<file path="config.mk">
export PLATFORM = sky130hd
export DESIGN_NAME = antialiased_styled_line_walker_core
export DESIGN_NICKNAME = d
export VERILOG_FILES = /design/src/rtl/aslw_pkg.sv /design/src/rtl/antialiased_styled_line_walker_core.sv /design/src/rtl/aslw_front.sv /design/src/rtl/aslw_queue.sv /design/src/rtl/aslw_back.sv
export SDC_FILE = /design/constraint.sdc
export NUM_CORES = 1
export LEC_CHECK = 0
export BUFFER_PORTS_ARGS = -buffer_cell sky130_fd_sc_hd__buf_2
export CAP_MARGIN = 25
export CORE_UTILIZATION = 35
export CTS_CLUSTER_SIZE = 25
export DETAILED_ROUTE_END_ITERATION = 12
export GPL_ROUTABILITY_DRIVEN = 1
export PLACE_DENSITY = 0.52
export SYNTH_ARGS = -nofsm -noshare
export SYNTH_HDL_FRONTEND = slang
export SYNTH_SLANG_ARGS = --single-unit
</file>
<file path="constraint.sdc">
create_clock -name clk -period 9.1 [get_ports clk]
set_input_delay 2.275 -clock clk [delete_from_list [all_inputs] [get_ports clk]]
set_output_delay 2.275 -clock clk [all_outputs]
set_load 0.03 [all_outputs]
</file>
<file path="src/rtl/aslw_pkg.sv">
// Package for the antialiased styled line walker: payload structs, walk modes,
// style codes and the queue entry between front and back. No dependencies.
`timescale 1ns / 1ps
`default_nettype none
package aslw_pkg;

	localparam int CoordBits = 16;
	localparam int AccBits = 32;
	localparam int WeightBits = 8;
	localparam int LevelBits = 9;
	localparam int SpanBits = 17;

	typedef enum logic [1:0] {
		STYLE_SOLID = 2'd0,
		STYLE_DASHED = 2'd1,
		STYLE_DOTTED = 2'd2,
		STYLE_DASHDOT = 2'd3
	} style_t;

	typedef enum logic [2:0] {
		M_IDLE = 3'd0,
		M_HORIZ = 3'd1,
		M_VERT = 3'd2,
		M_DIAG = 3'd3,
		M_XMAJ = 3'd4,
		M_YMAJ = 3'd5,
		M_ENDPT = 3'd6
	} mode_t;

	typedef enum logic [1:0] {
		F_IDLE = 2'd0,
		F_DIV = 2'd1,
		F_PUSH = 2'd2
	} fstate_t;

	typedef struct packed {
		logic func;
		logic signed [CoordBits-1:0] start_x;
		logic signed [CoordBits-1:0] start_y;
		logic signed [CoordBits-1:0] end_x;
		logic signed [CoordBits-1:0] end_y;
		logic draw_end;
	} in_item_t;

	typedef struct packed {
		logic main_valid;
		logic signed [CoordBits-1:0] main_x;
		logic signed [CoordBits-1:0] main_y;
		logic [LevelBits-1:0] main_level;
		logic pair_valid;
		logic signed [CoordBits-1:0] pair_x;
		logic signed [CoordBits-1:0] pair_y;
		logic [LevelBits-1:0] pair_level;
		logic line_done;
	} out_item_t;

	// Classified command handed from the front to the back.
	typedef struct packed {
		logic is_start;
		mode_t mode;
		logic signed [CoordBits-1:0] x0;
		logic signed [CoordBits-1:0] y0;
		logic signed [CoordBits-1:0] x1;
		logic signed [CoordBits-1:0] y1;
		logic x_neg;
		logic y_neg;
		logic [SpanBits-1:0] steps;
		logic [AccBits-1:0] err_step;
		logic want_end;
	} cmd_t;

endpackage
`default_nettype wire

</file>
<file path="src/rtl/antialiased_styled_line_walker_core.sv">
// Top level of the antialiased styled line walker: front end, command queue
// and walker. Uses aslw_pkg, aslw_front, aslw_queue and aslw_back.
`timescale 1ns / 1ps
`default_nettype none
// A start transaction is registered in the front end, pushed into the queue
// and taken by the walker, whose output register gives the start pixel;
// x-major and y-major lines first pass the restoring divider (one numerator
// bit per cycle). The front end takes one transaction at a time, and the next
// only once the last is pushed; the walker emits one pixel group per cycle
// unless stalled. Writing the line style also restarts the dash pattern.
module antialiased_styled_line_walker_core (
	input wire logic clk,
	input wire logic arst_n,
	input wire logic in_valid,
	output logic in_stall,
	input wire aslw_pkg::in_item_t in_data,
	output logic out_valid,
	input wire logic out_stall,
	output aslw_pkg::out_item_t out_data,
	input wire logic cfg_valid,
	output logic cfg_ready,
	input wire logic [1:0] cfg_data
);

	logic f_valid, f_ready, q_valid, q_ready;
	aslw_pkg::cmd_t f_cmd, q_cmd;

	assign cfg_ready = 1'b1;

	aslw_front u_front (
		.clk(clk), .arst_n(arst_n),
		.in_valid(in_valid), .in_stall(in_stall), .in_data(in_data),
		.cmd_valid(f_valid), .cmd_ready(f_ready), .cmd(f_cmd)
	);

	aslw_queue u_queue (
		.clk(clk), .arst_n(arst_n),
		.wr_valid(f_valid), .wr_ready(f_ready), .wr_data(f_cmd),
		.rd_valid(q_valid), .rd_ready(q_ready), .rd_data(q_cmd)
	);

	aslw_back u_back (
		.clk(clk), .arst_n(arst_n),
		.cmd_valid(q_valid), .cmd_ready(q_ready), .cmd(q_cmd),
		.cfg_valid(cfg_valid), .cfg_style(aslw_pkg::style_t'(cfg_data)),
		.out_valid(out_valid), .out_stall(out_stall), .out_data(out_data)
	);

endmodule
`default_nettype wire

</file>
<file path="src/rtl/aslw_front.sv">
// Front end: accepts input transactions, classifies lines and runs the
// restoring divider for the error increment. Uses aslw_pkg.
`timescale 1ns / 1ps
`default_nettype none
module aslw_front (
	input wire logic clk,
	input wire logic arst_n,
	input wire logic in_valid,
	output logic in_stall,
	input wire aslw_pkg::in_item_t in_data,
	output logic cmd_valid,
	input wire logic cmd_ready,
	output aslw_pkg::cmd_t cmd
);

	localparam int AB = aslw_pkg::AccBits;
	localparam int SB = aslw_pkg::SpanBits;

	aslw_pkg::fstate_t state_q, state_d;
	aslw_pkg::cmd_t cmd_q;
	logic [SB-1:0] div_den_q;
	logic [SB:0] rem_q;
	logic [SB-1+AB:0] num_q;
	logic [AB-1:0] quo_q;
	logic [5:0] cnt_q;

	logic [SB-1:0] dx, dy;
	logic xn, yn;
	aslw_pkg::cmd_t cls;
	logic [SB:0] rem_sh;
	logic ge;

	always_comb begin
		xn = in_data.end_x < in_data.start_x;
		yn = in_data.end_y < in_data.start_y;
		dx = xn ? SB'(17'(signed'(in_data.start_x)) - 17'(signed'(in_data.end_x)))
			: SB'(17'(signed'(in_data.end_x)) - 17'(signed'(in_data.start_x)));
		dy = yn ? SB'(17'(signed'(in_data.start_y)) - 17'(signed'(in_data.end_y)))
			: SB'(17'(signed'(in_data.end_y)) - 17'(signed'(in_data.start_y)));
		cls = '0;
		cls.is_start = !in_data.func;
		cls.x0 = in_data.start_x;
		cls.y0 = in_data.start_y;
		cls.x1 = in_data.end_x;
		cls.y1 = in_data.end_y;
		cls.x_neg = xn;
		cls.y_neg = yn;
		cls.want_end = in_data.draw_end;
		if (dx == '0 && dy == '0) begin
			cls.mode = aslw_pkg::M_IDLE;
		end else if (dy == '0) begin
			cls.mode = aslw_pkg::M_HORIZ;
			cls.steps = dx;
		end else if (dx == '0) begin
			cls.mode = aslw_pkg::M_VERT;
			cls.steps = dy;
		end else if (dx == dy) begin
			cls.mode = aslw_pkg::M_DIAG;
			cls.steps = dy;
		end else if (dy > dx) begin
			cls.mode = aslw_pkg::M_YMAJ;
			cls.steps = dy - 1'b1;
		end else begin
			cls.mode = aslw_pkg::M_XMAJ;
			cls.steps = dx - 1'b1;
		end
	end

	assign rem_sh = {rem_q[SB-1:0], num_q[SB-1+AB]};
	assign ge = rem_sh >= {1'b0, div_den_q};

	always_comb begin
		state_d = state_q;
		in_stall = 1'b1;
		cmd_valid = 1'b0;
		case (state_q)
			aslw_pkg::F_IDLE: begin
				in_stall = 1'b0;
				if (in_valid) begin
					if (in_data.func == 1'b0 &&
						(cls.mode == aslw_pkg::M_XMAJ || cls.mode == aslw_pkg::M_YMAJ))
						state_d = aslw_pkg::F_DIV;
					else
						state_d = aslw_pkg::F_PUSH;
				end
			end
			aslw_pkg::F_DIV: begin
				if (cnt_q == 6'(SB + AB - 1)) state_d = aslw_pkg::F_PUSH;
			end
			aslw_pkg::F_PUSH: begin
				cmd_valid = 1'b1;
				if (cmd_ready) state_d = aslw_pkg::F_IDLE;
			end
			default: state_d = aslw_pkg::F_IDLE;
		endcase
	end

	always_ff @(posedge clk or negedge arst_n) begin
		if (!arst_n) begin
			state_q <= aslw_pkg::F_IDLE;
		end else begin
			state_q <= state_d;
		end
	end

	// One quotient bit per cycle; the numerator is minor << 32 over major.
	always_ff @(posedge clk) begin
		if (state_q == aslw_pkg::F_IDLE && in_valid) begin
			cmd_q <= cls;
			cnt_q <= '0;
			rem_q <= '0;
			quo_q <= '0;
			if (cls.mode == aslw_pkg::M_YMAJ) begin
				num_q <= {dx, {AB{1'b0}}};
				div_den_q <= dy;
			end else begin
				num_q <= {dy, {AB{1'b0}}};
				div_den_q <= dx;
			end
		end else if (state_q == aslw_pkg::F_DIV) begin
			num_q <= {num_q[SB-2+AB:0], 1'b0};
			rem_q <= ge ? rem_sh - {1'b0, div_den_q} : rem_sh;
			cnt_q <= cnt_q + 1'b1;
			if (cnt_q >= 6'(SB)) quo_q <= {quo_q[AB-2:0], ge};
			if (cnt_q == 6'(SB + AB - 1)) begin
				cmd_q.err_step <= {quo_q[AB-2:0], ge};
			end
		end
	end

	// The divider runs SB + AB bits in total; the count is widened accordingly.
	assign cmd = cmd_q;

endmodule
`default_nettype wire

</file>
<file path="src/rtl/aslw_queue.sv">
// Two-entry queue between the front end and the walker. Uses aslw_pkg.
`timescale 1ns / 1ps
`default_nettype none
module aslw_queue (
	input wire logic clk,
	input wire logic arst_n,
	input wire logic wr_valid,
	output logic wr_ready,
	input wire aslw_pkg::cmd_t wr_data,
	output logic rd_valid,
	input wire logic rd_ready,
	output aslw_pkg::cmd_t rd_data
);

	aslw_pkg::cmd_t mem_q [2];
	logic wp_q, rp_q;
	logic [1:0] cnt_q;
	logic push, pop;

	assign wr_ready = cnt_q != 2'd2;
	assign rd_valid = cnt_q != 2'd0;
	assign push = wr_valid && wr_ready;
	assign pop = rd_valid && rd_ready;
	assign rd_data = mem_q[rp_q];

	always_ff @(posedge clk or negedge arst_n) begin
		if (!arst_n) begin
			wp_q <= 1'b0;
			rp_q <= 1'b0;
			cnt_q <= '0;
		end else begin
			if (push) wp_q <= !wp_q;
			if (pop) rp_q <= !rp_q;
			cnt_q <= cnt_q + 2'(push) - 2'(pop);
		end
	end

	always_ff @(posedge clk) begin
		if (push) mem_q[wp_q] <= wr_data;
	end

endmodule
`default_nettype wire

</file>
<file path="src/rtl/aslw_back.sv">
// Back end: walks the line one pixel group per command, applies the pen
// style and holds the output register. Uses aslw_pkg.
`timescale 1ns / 1ps
`default_nettype none
module aslw_back (
	input wire logic clk,
	input wire logic arst_n,
	input wire logic cmd_valid,
	output logic cmd_ready,
	input wire aslw_pkg::cmd_t cmd,
	input wire logic cfg_valid,
	input wire aslw_pkg::style_t cfg_style,
	output logic out_valid,
	input wire logic out_stall,
	output aslw_pkg::out_item_t out_data
);

	localparam int CB = aslw_pkg::CoordBits;
	localparam int AB = aslw_pkg::AccBits;
	localparam int WB = aslw_pkg::WeightBits;
	localparam int LB = aslw_pkg::LevelBits;
	localparam int SB = aslw_pkg::SpanBits;

	aslw_pkg::style_t style_q;
	logic [3:0] pen_q;
	logic signed [CB-1:0] cur_x_q, cur_y_q, last_x_q, last_y_q;
	logic x_neg_q, y_neg_q, want_end_q;
	logic [SB-1:0] steps_q;
	logic [AB-1:0] acc_q, estep_q;
	aslw_pkg::mode_t mode_q;
	logic out_valid_q;
	aslw_pkg::out_item_t out_q;

	logic fire, pen_on, pen_adv;
	aslw_pkg::out_item_t res;
	logic signed [CB-1:0] sx, sy, nx, ny;
	logic [AB-1:0] nacc;
	logic [WB-1:0] w;
	logic [SB-1:0] nsteps;
	aslw_pkg::mode_t nmode;

	assign cmd_ready = !out_valid_q || !out_stall;
	assign fire = cmd_valid && cmd_ready;

	always_comb begin
		case (style_q)
			aslw_pkg::STYLE_SOLID: pen_on = 1'b1;
			aslw_pkg::STYLE_DASHED: pen_on = pen_q[2];
			aslw_pkg::STYLE_DOTTED: pen_on = pen_q[1];
			aslw_pkg::STYLE_DASHDOT: pen_on = pen_q < 4'd6 || (pen_q >= 4'd10 && pen_q < 4'd12);
			default: pen_on = 1'b1;
		endcase
	end

	always_comb begin
		sx = x_neg_q ? -CB'(1) : CB'(1);
		sy = y_neg_q ? -CB'(1) : CB'(1);
		nx = cur_x_q;
		ny = cur_y_q;
		nacc = acc_q + estep_q;
		w = nacc[AB-1 -: WB];
		nsteps = steps_q;
		nmode = mode_q;
		pen_adv = 1'b1;
		res = '0;
		if (cmd.is_start) begin
			res.main_valid = pen_on;
			res.main_x = cmd.x0;
			res.main_y = cmd.y0;
			res.main_level = LB'(256);
			res.line_done = cmd.mode == aslw_pkg::M_IDLE;
		end else begin
			case (mode_q)
				aslw_pkg::M_HORIZ, aslw_pkg::M_VERT, aslw_pkg::M_DIAG,
				aslw_pkg::M_XMAJ, aslw_pkg::M_YMAJ: begin
					case (mode_q)
						aslw_pkg::M_HORIZ: nx = cur_x_q + sx;
						aslw_pkg::M_VERT: ny = cur_y_q + sy;
						aslw_pkg::M_DIAG: begin
							nx = cur_x_q + sx;
							ny = cur_y_q + sy;
						end
						aslw_pkg::M_YMAJ: begin
							if (nacc <= acc_q) nx = cur_x_q + sx;
							ny = cur_y_q + sy;
						end
						default: begin
							if (nacc <= acc_q) ny = cur_y_q + sy;
							nx = cur_x_q + sx;
						end
					endcase
					res.main_valid = pen_on;
					res.main_x = nx;
					res.main_y = ny;
					res.main_level = LB'(256);
					if (mode_q == aslw_pkg::M_XMAJ || mode_q == aslw_pkg::M_YMAJ) begin
						res.main_level = LB'(256) - LB'(w);
						res.pair_level = LB'(w) + 1'b1;
						res.pair_valid = pen_on;
						res.pair_x = (mode_q == aslw_pkg::M_YMAJ) ? nx + sx : nx;
						res.pair_y = (mode_q == aslw_pkg::M_YMAJ) ? ny : ny + sy;
					end
					if (steps_q != '0) nsteps = steps_q - 1'b1;
					if (nsteps == '0) begin
						if (want_end_q) nmode = aslw_pkg::M_ENDPT;
						else begin
							nmode = aslw_pkg::M_IDLE;
							res.line_done = 1'b1;
						end
					end
				end
				aslw_pkg::M_ENDPT: begin
					res.main_valid = pen_on;
					res.main_x = last_x_q;
					res.main_y = last_y_q;
					res.main_level = LB'(256);
					res.line_done = 1'b1;
					nmode = aslw_pkg::M_IDLE;
				end
				default: begin
					res.line_done = 1'b1;
					nmode = aslw_pkg::M_IDLE;
					pen_adv = 1'b0;
				end
			endcase
		end
	end

	always_ff @(posedge clk or negedge arst_n) begin
		if (!arst_n) begin
			style_q <= aslw_pkg::STYLE_SOLID;
			pen_q <= '0;
			mode_q <= aslw_pkg::M_IDLE;
			out_valid_q <= 1'b0;
		end else begin
			if (cfg_valid) begin
				style_q <= cfg_style;
				pen_q <= '0;
			end else if (fire && pen_adv) begin
				pen_q <= pen_q + 1'b1;
			end
			if (fire) begin
				mode_q <= cmd.is_start ? cmd.mode : nmode;
				out_valid_q <= 1'b1;
			end else if (!out_stall) begin
				out_valid_q <= 1'b0;
			end
		end
	end

	always_ff @(posedge clk) begin
		if (fire) begin
			out_q <= res;
			if (cmd.is_start) begin
				cur_x_q <= cmd.x0;
				cur_y_q <= cmd.y0;
				last_x_q <= cmd.x1;
				last_y_q <= cmd.y1;
				x_neg_q <= cmd.x_neg;
				y_neg_q <= cmd.y_neg;
				want_end_q <= cmd.want_end;
				steps_q <= cmd.steps;
				acc_q <= '0;
				estep_q <= cmd.err_step;
			end else begin
				cur_x_q <= nx;
				cur_y_q <= ny;
				steps_q <= nsteps;
				if (mode_q == aslw_pkg::M_XMAJ || mode_q == aslw_pkg::M_YMAJ)
					acc_q <= nacc;
			end
		end
	end

	assign out_valid = out_valid_q;
	assign out_data = out_q;

endmodule
`default_nettype wire

</file>
# Word level (Yosys, flattened, before mapping)
# Memories as Yosys holds them, arrays and structs flattened.
# Cells that the tools add are included.
# op_classes
n_lt_le_gt_ge,9
eq_ne,21
n_mux,65
addsub,19
n_reduce_logical,39
n_bitwise,3
# op_table
cell,n
16-bit 2-to-1 mux,14
17-bit 2-to-1 mux,13
49-bit 2-to-1 mux,3
42-bit one-hot mux with 2 select lines,1
16-bit by 16-bit subtractor with 17-bit output,4
16-bit adder,4
16-bit one-hot mux with 2 select lines,2
17-bit logical NOT,3
51-bit 2-to-1 mux,1
"17-bit by 1-bit subtractor with 17-bit output, second input constant",3
42-bit 2-to-1 mux,1
32-bit adder,1
32-bit less-or-equal comparator,1
16-bit < comparator,2
32-bit 2-to-1 mux,1
3-bit 2-to-1 mux,8
18-bit by 17-bit greater-or-equal comparator with 1-bit output,1
17-bit equality test,1
17-bit greater-than comparator,1
17-bit nonzero test,1
17-bit subtractor,1
"3-bit equality test, second input constant",5
1-bit 2-to-1 mux,13
2-bit AND reduction,6
33 further kinds,65
# totals
output_inout_bits,88
ff_bits,489
ramBits,240
elab_cells,200
memories,1
# memory_table
name,depth,word_bits,read_ports,rd_clocked_by_memory_dff,write_ports,line,text
u_queue.mem_q,2,120,1,0,1,aslw_queue.sv:15,aslw_pkg::cmd_t mem_q [2];

# Longest topological paths before layout
# Gate-level depths: netlist (run 1).
# depth
word_depth,14
depth_mapped,40
mapped_depth_nobuf,38

# Modules after synthesis
# Synthesis (run 1) repeated with hierarchy kept, for this count alone.
# unflattened
hier_cells,3460
area_unflattened_um2,38050.2
# modules_own_cells
module,seq_area_each_um2,cells_each,area_each_um2,n_inst
aslw_back,7247.0,1512,15581.2,1
aslw_front,5435.2,1551,13578.0,1
aslw_queue,7307.0,395,8879.8,1
antialiased_styled_line_walker_core,0.0,2,11.3,1

# Worst setup path after synthesis (run 1)
# No wires, ideal clock.
# synth_path
path_type,input to register
start,input port in_data[13] (netlist name)
end,"register u_front.cmd_q (netlist bit u_front.cmd[49]), data pin"
n_path_buf,4
required_ns,8.841
stages,30
arrival_ns,8.108
setup_time_ns,0.259
slack_ns,0.734
path_cell_list,inv_1 -> ha_1 -> buf_6 -> a21o_1 -> a221o_1 -> o31ai_4 -> o21ai_2 -> nor4b_1 -> nor3_1 -> nor2b_1 -> inv_1 -> ha_1 -> a21o_1 -> a21oi_1 -> a21oi_1 -> o31ai_1 -> a21oi_1 -> o21ai_1 -> clkbuf_1 -> clkbuf_1 -> clkbuf_1 -> nand2_1 -> o21ai_0 -> ha_1 -> inv_1 -> a211o_1 -> nand4b_1 -> a31oi_1 -> o22ai_1 -> o21bai_1
# synth_between
elab_chain_len,7
elab_cells_between_ends,13
classes_between,add/sub: 3; order compare: 2; eq/ne: 1; mux: 5; reduce/logical: 2
# synth_lines
item,line,text
"start, declared",antialiased_styled_line_walker_core.sv:16,"input wire aslw_pkg::in_item_t in_data,"
"16-bit by 16-bit subtractor with 17-bit output, or another cell as far along",aslw_front.sv:39,: SB'(17'(signed'(in_data.end_y)) - 17'(signed'(in_data.start_y)));
17-bit 2-to-1 mux (*),aslw_front.sv:38,dy = yn ? SB'(17'(signed'(in_data.start_y)) - 17'(signed'(in_data.end_y)))
17-bit by 1-bit subtractor with 17-bit output or 17-bit greater-than comparator (tied branches),"aslw_front.sv:62, aslw_front.sv:60",
17-bit 2-to-1 mux,aslw_front.sv:60,end else if (dy > dx) begin
17-bit 2-to-1 mux,aslw_front.sv:57,end else if (dx == dy) begin
17-bit 2-to-1 mux,aslw_front.sv:54,end else if (dx == '0) begin
17-bit 2-to-1 mux,aslw_front.sv:51,end else if (dy == '0) begin
"end signal, assigned",aslw_front.sv:109,cmd_q <= cls;
"end, declared",aslw_front.sv:20,aslw_pkg::cmd_t cmd_q;
# Every way passes the cells marked *; elsewhere a longest branch is shown, timed or not.
# A chain may end at the register's enable or synchronous reset.

# Final worst setup path (run 1)
# layout_path
start,register u_back.acc_q[0]
end,"register u_back.out_q (netlist bit u_back.out_data[40]), data pin"
# layout_between
elab_chain_len,8
# layout_lines
item,line,text
"start, declared",aslw_back.sv:29,"logic [AB-1:0] acc_q, estep_q;"
"start signal, assigned",aslw_back.sv:170,acc_q <= nacc;
32-bit adder (*),aslw_back.sv:60,nacc = acc_q + estep_q;
named net u_back.nacc[30],aslw_back.sv:37,logic [AB-1:0] nacc;
32-bit less-or-equal comparator (*),aslw_back.sv:84,if (nacc <= acc_q) nx = cur_x_q + sx;
16-bit 2-to-1 mux (*),aslw_back.sv:84,
16-bit one-hot mux with 2 select lines (*),aslw_back.sv:76,case (mode_q)
16-bit 2-to-1 mux (*),aslw_back.sv:73,case (mode_q)
16-bit 2-to-1 mux (*),aslw_back.sv:66,if (cmd.is_start) begin
16-bit adder,aslw_back.sv:100,res.pair_x = (mode_q == aslw_pkg::M_YMAJ) ? nx + sx : nx;
16-bit 2-to-1 mux (*),aslw_back.sv:100,
"end signal, assigned",aslw_back.sv:153,out_q <= res;
"end, declared",aslw_back.sv:32,aslw_pkg::out_item_t out_q;
# Mark *: on every way through the listed nets, which the timed path passes. The rest lies on a longest branch. The select of a mux whose other input is x is not followed.

==> results of run 1 <==
==> power groups by stage <==
stage	clock network, mW	logic [mW]	registers (mW)
global placement	0	9.88	5.35
detailed placement	0	9.91	5.37
global route	3.40	11.1	5.40
finish	3.19	9.97	5.30
floorplan	0	6.73	5.64
CTS	3.28	9.96	5.31
==> state kept, by name (all words and copies together), names as in the netlist, 4 cells and up <==
name,cells
u_queue.mem_q,240
u_front.cmd,120
u_back.out_data,85
u_back.acc_q,32
u_back.estep_q,32
u_front.quo_q,31
u_back.steps_q,17
u_front.div_den_q,17
u_front.num_q,17
u_front.rem_q,17
u_back.cur_x_q,16
u_back.cur_y_q,16
u_back.last_x_q,16
u_back.last_y_q,16
u_front.cnt_q,6
u_back.pen_q,4
==> cells in the final DEF (no fill, tap or decap), drive strengths merged, types with 22 or more instances in the layout <==
cell	Yosys	routed
dfxtp	86	86
o21ai	186	186
inv	231	238
and3	23	23
nand3	62	62
xor2	56	56
nand4	30	30
clkinv	1	30
a21oi	280	280
buf	32	251
o211ai	22	22
a211oi	35	35
clkbuf	109	96
a221oi	24	24
mux2	95	95
nor2	211	211
nor2b	37	37
edfxtp	595	595
xnor2	93	93
a21o	63	63
nor3	62	62
ha	231	231
mux2i	99	99
nand2b	29	29
nand2	315	315
o21bai	27	27
and2	40	40
==> path summary, 6_finish.rpt <==
check | startpoint | end | slack, ps
min in group asynchronous | arst_n | u_back.style_q[0] | 1620
setup reg to reg | u_back.acc_q[0] | u_back.out_data[40] | 670
setup / recovery | u_back.acc_q[0] | u_back.out_data[40] | 670
hold / removal | u_front.cmd[27] | u_queue.mem_q[0][27] | 430
max in group asynchronous | arst_n | u_queue.rp_q | 7040
hold reg to reg | u_front.cmd[27] | u_queue.mem_q[0][27] | 430
==> cell type report <==
cell class,instances,share of cell area
Antenna cell,2,0.000116
Clock buffer,96,0.0479
Clock inverter,48,0.0124
Inverter,232,0.0204
Multi-Input combinational cell,2315,0.378
Sequential cell,697,0.465
Tap cell,1391,0.0405
Timing Repair Buffer,251,0.0355
==> cell families after synthesis <==
kind of cell,count (synthesis),synth area share
AND/OR/NAND/NOR,885,0.113
XOR/XNOR,149,0.0359
flip-flops,697,0.532
adder cells (fa/ha/maj),241,0.0822
other,1,0.0000997
buffers and inverters,373,0.0386
multiplexers,194,0.0551
AO/OA/AOI/OAI,845,0.144
==> stage by stage <==
step                hold WS (ps)   util  area, um^2  power, mW  instances
CTS                          415  0.406       42900       18.6       5029
floorplan                    421      -       37600       12.4       3385
global placement             423  0.381       40300       15.2       4884
global route                 438  0.406       43000       19.9       5031
finish                       425  0.406       43000       18.5       5032
detailed placement           429  0.381       40400       15.3       4885
==> per-layer routing <==
metal  up-vias  wire [um]
li1      12876          -
met1     12532      48500
met2       657      42600
met3       132       5280
met4         0       2510
met5         -          0
==> out/metrics.cfg, run 1 <==
[run_status]
status=complete, no violations

[global_route]
grt.overflow.total=0
met3_usage=0.0304
use_met2=0.269
grt_max_degree=82
grt_pass1_vias=24928
grt-busiest-layer=met2
antenna_found_initial=13
grtUsageMet1=0.266
grt.total_usage=0.181
grt_pass1_wl_mm=151

[cells_and_area]
regArea_um2=20000
multi_input_area_um2=16300
fill_cells=10157
nets=3889
drive_gt1_frac=0.145
syn2layout_area_growth_pct=14.4

[clock_tree]
numCtsBuffers=78
cts_tree=yes
clk_pin_slew_ps=60
clock_latency_ps=640
cts_hold_buf=0
post_cts_resized=0
clock-sinks=697
cts_buffer_depth=3
clockRootBuffer=clkbuf_16
cts_max_level=3
postCtsSetupBuffers=0

[sta]
period_minus_slack_ps=8430
timing.final.crit_share=0.926
final-setup-viol-count=0
fmax_mhz=119
tns_ps=0
hold_violations=0
report.final.slew_viol_count=0
clock_skew_ps=32.7
worst_pin_slew_ps=965
fin_ws_ps=672
slew_headroom=0.357
grt_setup_unrepaired=false

[floorplan]
rows=119
die_w_um=330
die_h_um=330
die_area_um2=109000
num_io_pins=161
initial_utilization=0.355
core_area_um2=106000

[logic_synthesis]
synth.top_cells.by_count=edfxtp_1, nand2_1, a21oi_1
avgSynthCellArea_um2=11.1
synth.cell_area_um2=37600
synth_flop_cell=edfxtp_1
synth.top_cell.area_share=0.475
yosysWarnings=0
synth_cell_types=105
synth_cells=3385
synth_area_leaders=edfxtp_1, ha_1, dfxtp_1, a21oi_1, nand2_1
yosysSeqAreaShare=0.532
yosysTopAreaCell=edfxtp_1
synth_edf_count=595
yosysMostFrequentCell=edfxtp_1
synthArstFlopShare=0.0230
ys_ff_latch=697
syn-num-nets=3699

[run]
cap_violations=0

[power]
vdd_drop_max_uv=260
pwr-share-clk=0.173
p_sw_mw=7.91
seq_power_share=0.287
combPwrFrac=0.540
switching_share=0.429
p_leak_nw=16.6
p_int_mw=10.5
p_per_area_nw_per_um2=429

[place]
portBuffers=159
routabilityCongestion=0.876
post-dp-hpwl_mm=71.8
place_ws_ps=244

[detailed_routing]
first_iter_violations=2214
vias=26197
ant_nets=0
route.detailed.drc=0
wl_mm=99.0
wire_per_inst_um=19.7
drt-pass1-iter-count=7
via_per_inst=5.21

[worst_setup_path]
crit_fanout=15
cp-end-kind=flop
startpoint_type=flop
cp.buffers_inverters=3
required_ps=9460
path_depth=36
worst_r2r_path_depth=36
cp.arrival_ps=8790
critPathKind=flop to flop
cp_top_family=compound AO/OA/AOI/OAI gates
slowest_stage=fa_1
max_stage_delay_ps=460
path_common_cell=o21ai_0

[hold_path]
min_path_type=flop to flop
whs_path_depth=0

Note: power is estimated with default switching activity, not from simulation.
==> run 2: changes to the inputs <==
--- a/config.mk
+++ b/config.mk
@@ -9,3 +9,3 @@
 export CAP_MARGIN = 25
-export CORE_UTILIZATION = 35
+export CORE_UTILIZATION = 32
 export CTS_CLUSTER_SIZE = 25
@@ -13,3 +13,3 @@
 export GPL_ROUTABILITY_DRIVEN = 1
-export PLACE_DENSITY = 0.52
+export PLACE_DENSITY = 0.49
 export SYNTH_ARGS = -nofsm -noshare
==> constraint.sdc (replaced) <==
create_clock -name clk -period 9.1 [get_ports clk]
set_input_delay 0.455 -clock clk [delete_from_list [all_inputs] [get_ports clk]]
set_output_delay 0.455 -clock clk [all_outputs]
set_load 0.03 [all_outputs]
==> out/metrics.cfg, run 2 (synthesized netlist as in run 1, its figures left out) <==
[power]
pwr-share-clk=0.173
p_per_area_nw_per_um2=426
p_leak_nw=16.5
combPwrFrac=0.536
switching_share=0.426
p_sw_mw=7.80
p_int_mw=10.5
vdd_drop_max_uv=243
p_total_mw=18.3
seq_power_share=0.290

[sta]
timing.final.crit_share=0.908
hold_violations=0
final-setup-viol-count=0
slew_headroom=0.317
report.final.slew_viol_count=0
tns_ps=0
worst_hold_slack_ps=56.5
clock_skew_ps=28.1
grt_setup_unrepaired=false
fmax_mhz=121
period_minus_slack_ps=8260
worst_pin_slew_ps=1020

[global_route]
grt.total_usage=0.165
grt_pass1_wl_mm=150
grt.overflow.total=0
antenna_found_initial=14
grt_pass1_vias=24674
grt_max_degree=121

[clock_tree]
clockRootBuffer=clkbuf_16
clock_latency_ps=630
cts_buffer_depth=3
numCtsBuffers=78
cts_max_level=3
cts_tree=yes
postCtsSetupBuffers=0
clk_pin_slew_ps=60
clock-sinks=697

[floorplan]
die_h_um=345
core_area_um2=116000
rows=125
initial_utilization=0.323
die_w_um=345
die_area_um2=119000
num_io_pins=161

[worst_setup_path]
max_stage_delay_ps=460
startpoint_type=flop
worst_r2r_path_depth=37
reg2reg_slack_ps=840
critPathKind=flop to flop
slowest_stage=fa_1
required_ps=9460
cp.arrival_ps=8630
path_common_cell=o21ai_0
cp-end-kind=flop
crit_fanout=12

[cells_and_area]
instances_no_fill=5137
regArea_um2=20000
final_common_cell=edfxtp_1
mostFrequentLayoutCells=edfxtp_1, nand2_1, a21oi_1
fill_cells=11619
utilization=0.369
syn2layout_area_growth_pct=14.3
multi_input_area_um2=16300
regMostFlops=u_queue.mem_q
drive_gt1_frac=0.136
nets=3862
largest_reg_flops=240

[detailed_routing]
wl_mm=99.5
route.detailed.drc=0
vias=25972
wire_per_inst_um=19.4
ant_nets=0
drt-pass1-iter-count=5
via_per_inst=5.06
first_iter_violations=1664

[place]
portBuffers=159
placedCellCount=4988
post-dp-hpwl_mm=72.2
routabilityCongestion=0.871

[hold_path]
whs_path_depth=1
min_path_type=input port to flop

[run_status]
status=complete, no violations

[run]
cap_violations=0

run 2: cell types whose count changed in the layout (fill, tap and decap cells not counted), sizes merged, moves of 3 or more:
cell	previous run	this run
clkinv	30	21
clkbuf	96	103
dlygate4sd3	0	3
buf	251	221
run 2: worst max-delay path, delay by kind of cell, from the launching register on:
kind | cells | cell delay, ps
AOI/OAI and AO/OA | 23 | 4330
xor gates and xnor gates | 3 | 590
adders and majority gates | 4 | 1490
buffers and inverters | 3 | 480
DFF | 1 | 430
and+or+nand+nor | 4 | 670
run 2: path summary, 6_finish.rpt:
path                                  from                    to
min in group asynchronous           arst_n      u_back.mode_q[2]
max                        u_back.acc_q[0]   u_back.out_data[40]
min reg2reg                u_front.cmd[35]  u_queue.mem_q[0][35]
max in group asynchronous           arst_n          u_queue.rp_q
min                            in_data[10]       u_front.cmd[61]
max reg2reg                u_back.acc_q[0]   u_back.out_data[40]
run 2: what timing repair did:
| item | in CTS | in global routing |
|---|---|---|
| hold buffers | 3 | 0 |
| setup endpoints to repair | 0 | 4 |
| endpoints found under the hold margin | 18 | 0 |
| gates resized for setup | 0 | 5 |
run 2: final cells by class:
class | instances | share of cell area
tap | 1524 | 0.0444
clock buffer | 103 | 0.0495
inverter | 232 | 0.0204
antenna | 3 | 0.000175
multi-input combinational | 2315 | 0.379
timing repair buffer | 224 | 0.0314
sequential | 697 | 0.465
clock inverter | 39 | 0.0103
run 2: per-layer routing:
layer	vias up	share of wire	track usage
li1	12799	-	-
met1	12451	0.50	0.245
met2	578	0.43	0.244
met3	144	0.048	0.0232
met4	0	0.026	0.0547
met5	-	0	0
run 2: metrics by stage:
stage | area [um^2] | setup WS (ps)
after floorplan | 37600 | 1060
after global placement | 40300 | 584
after detailed placement | 40300 | 475
after CTS | 42900 | 426
after global routing | 43000 | 56.7
final | 43000 | 839
run 2: power by group through the flow:
stage	Clock (mW)	Sequential, mW	Combinational [mW]
4_1_cts	3.28	5.33	9.85
2_1_floorplan	0	5.64	6.73
6_report	3.17	5.32	9.83
3_3_place_gp	0	5.38	9.78
3_5_place_dp	0	5.39	9.80
5_1_grt	3.40	5.41	11.0
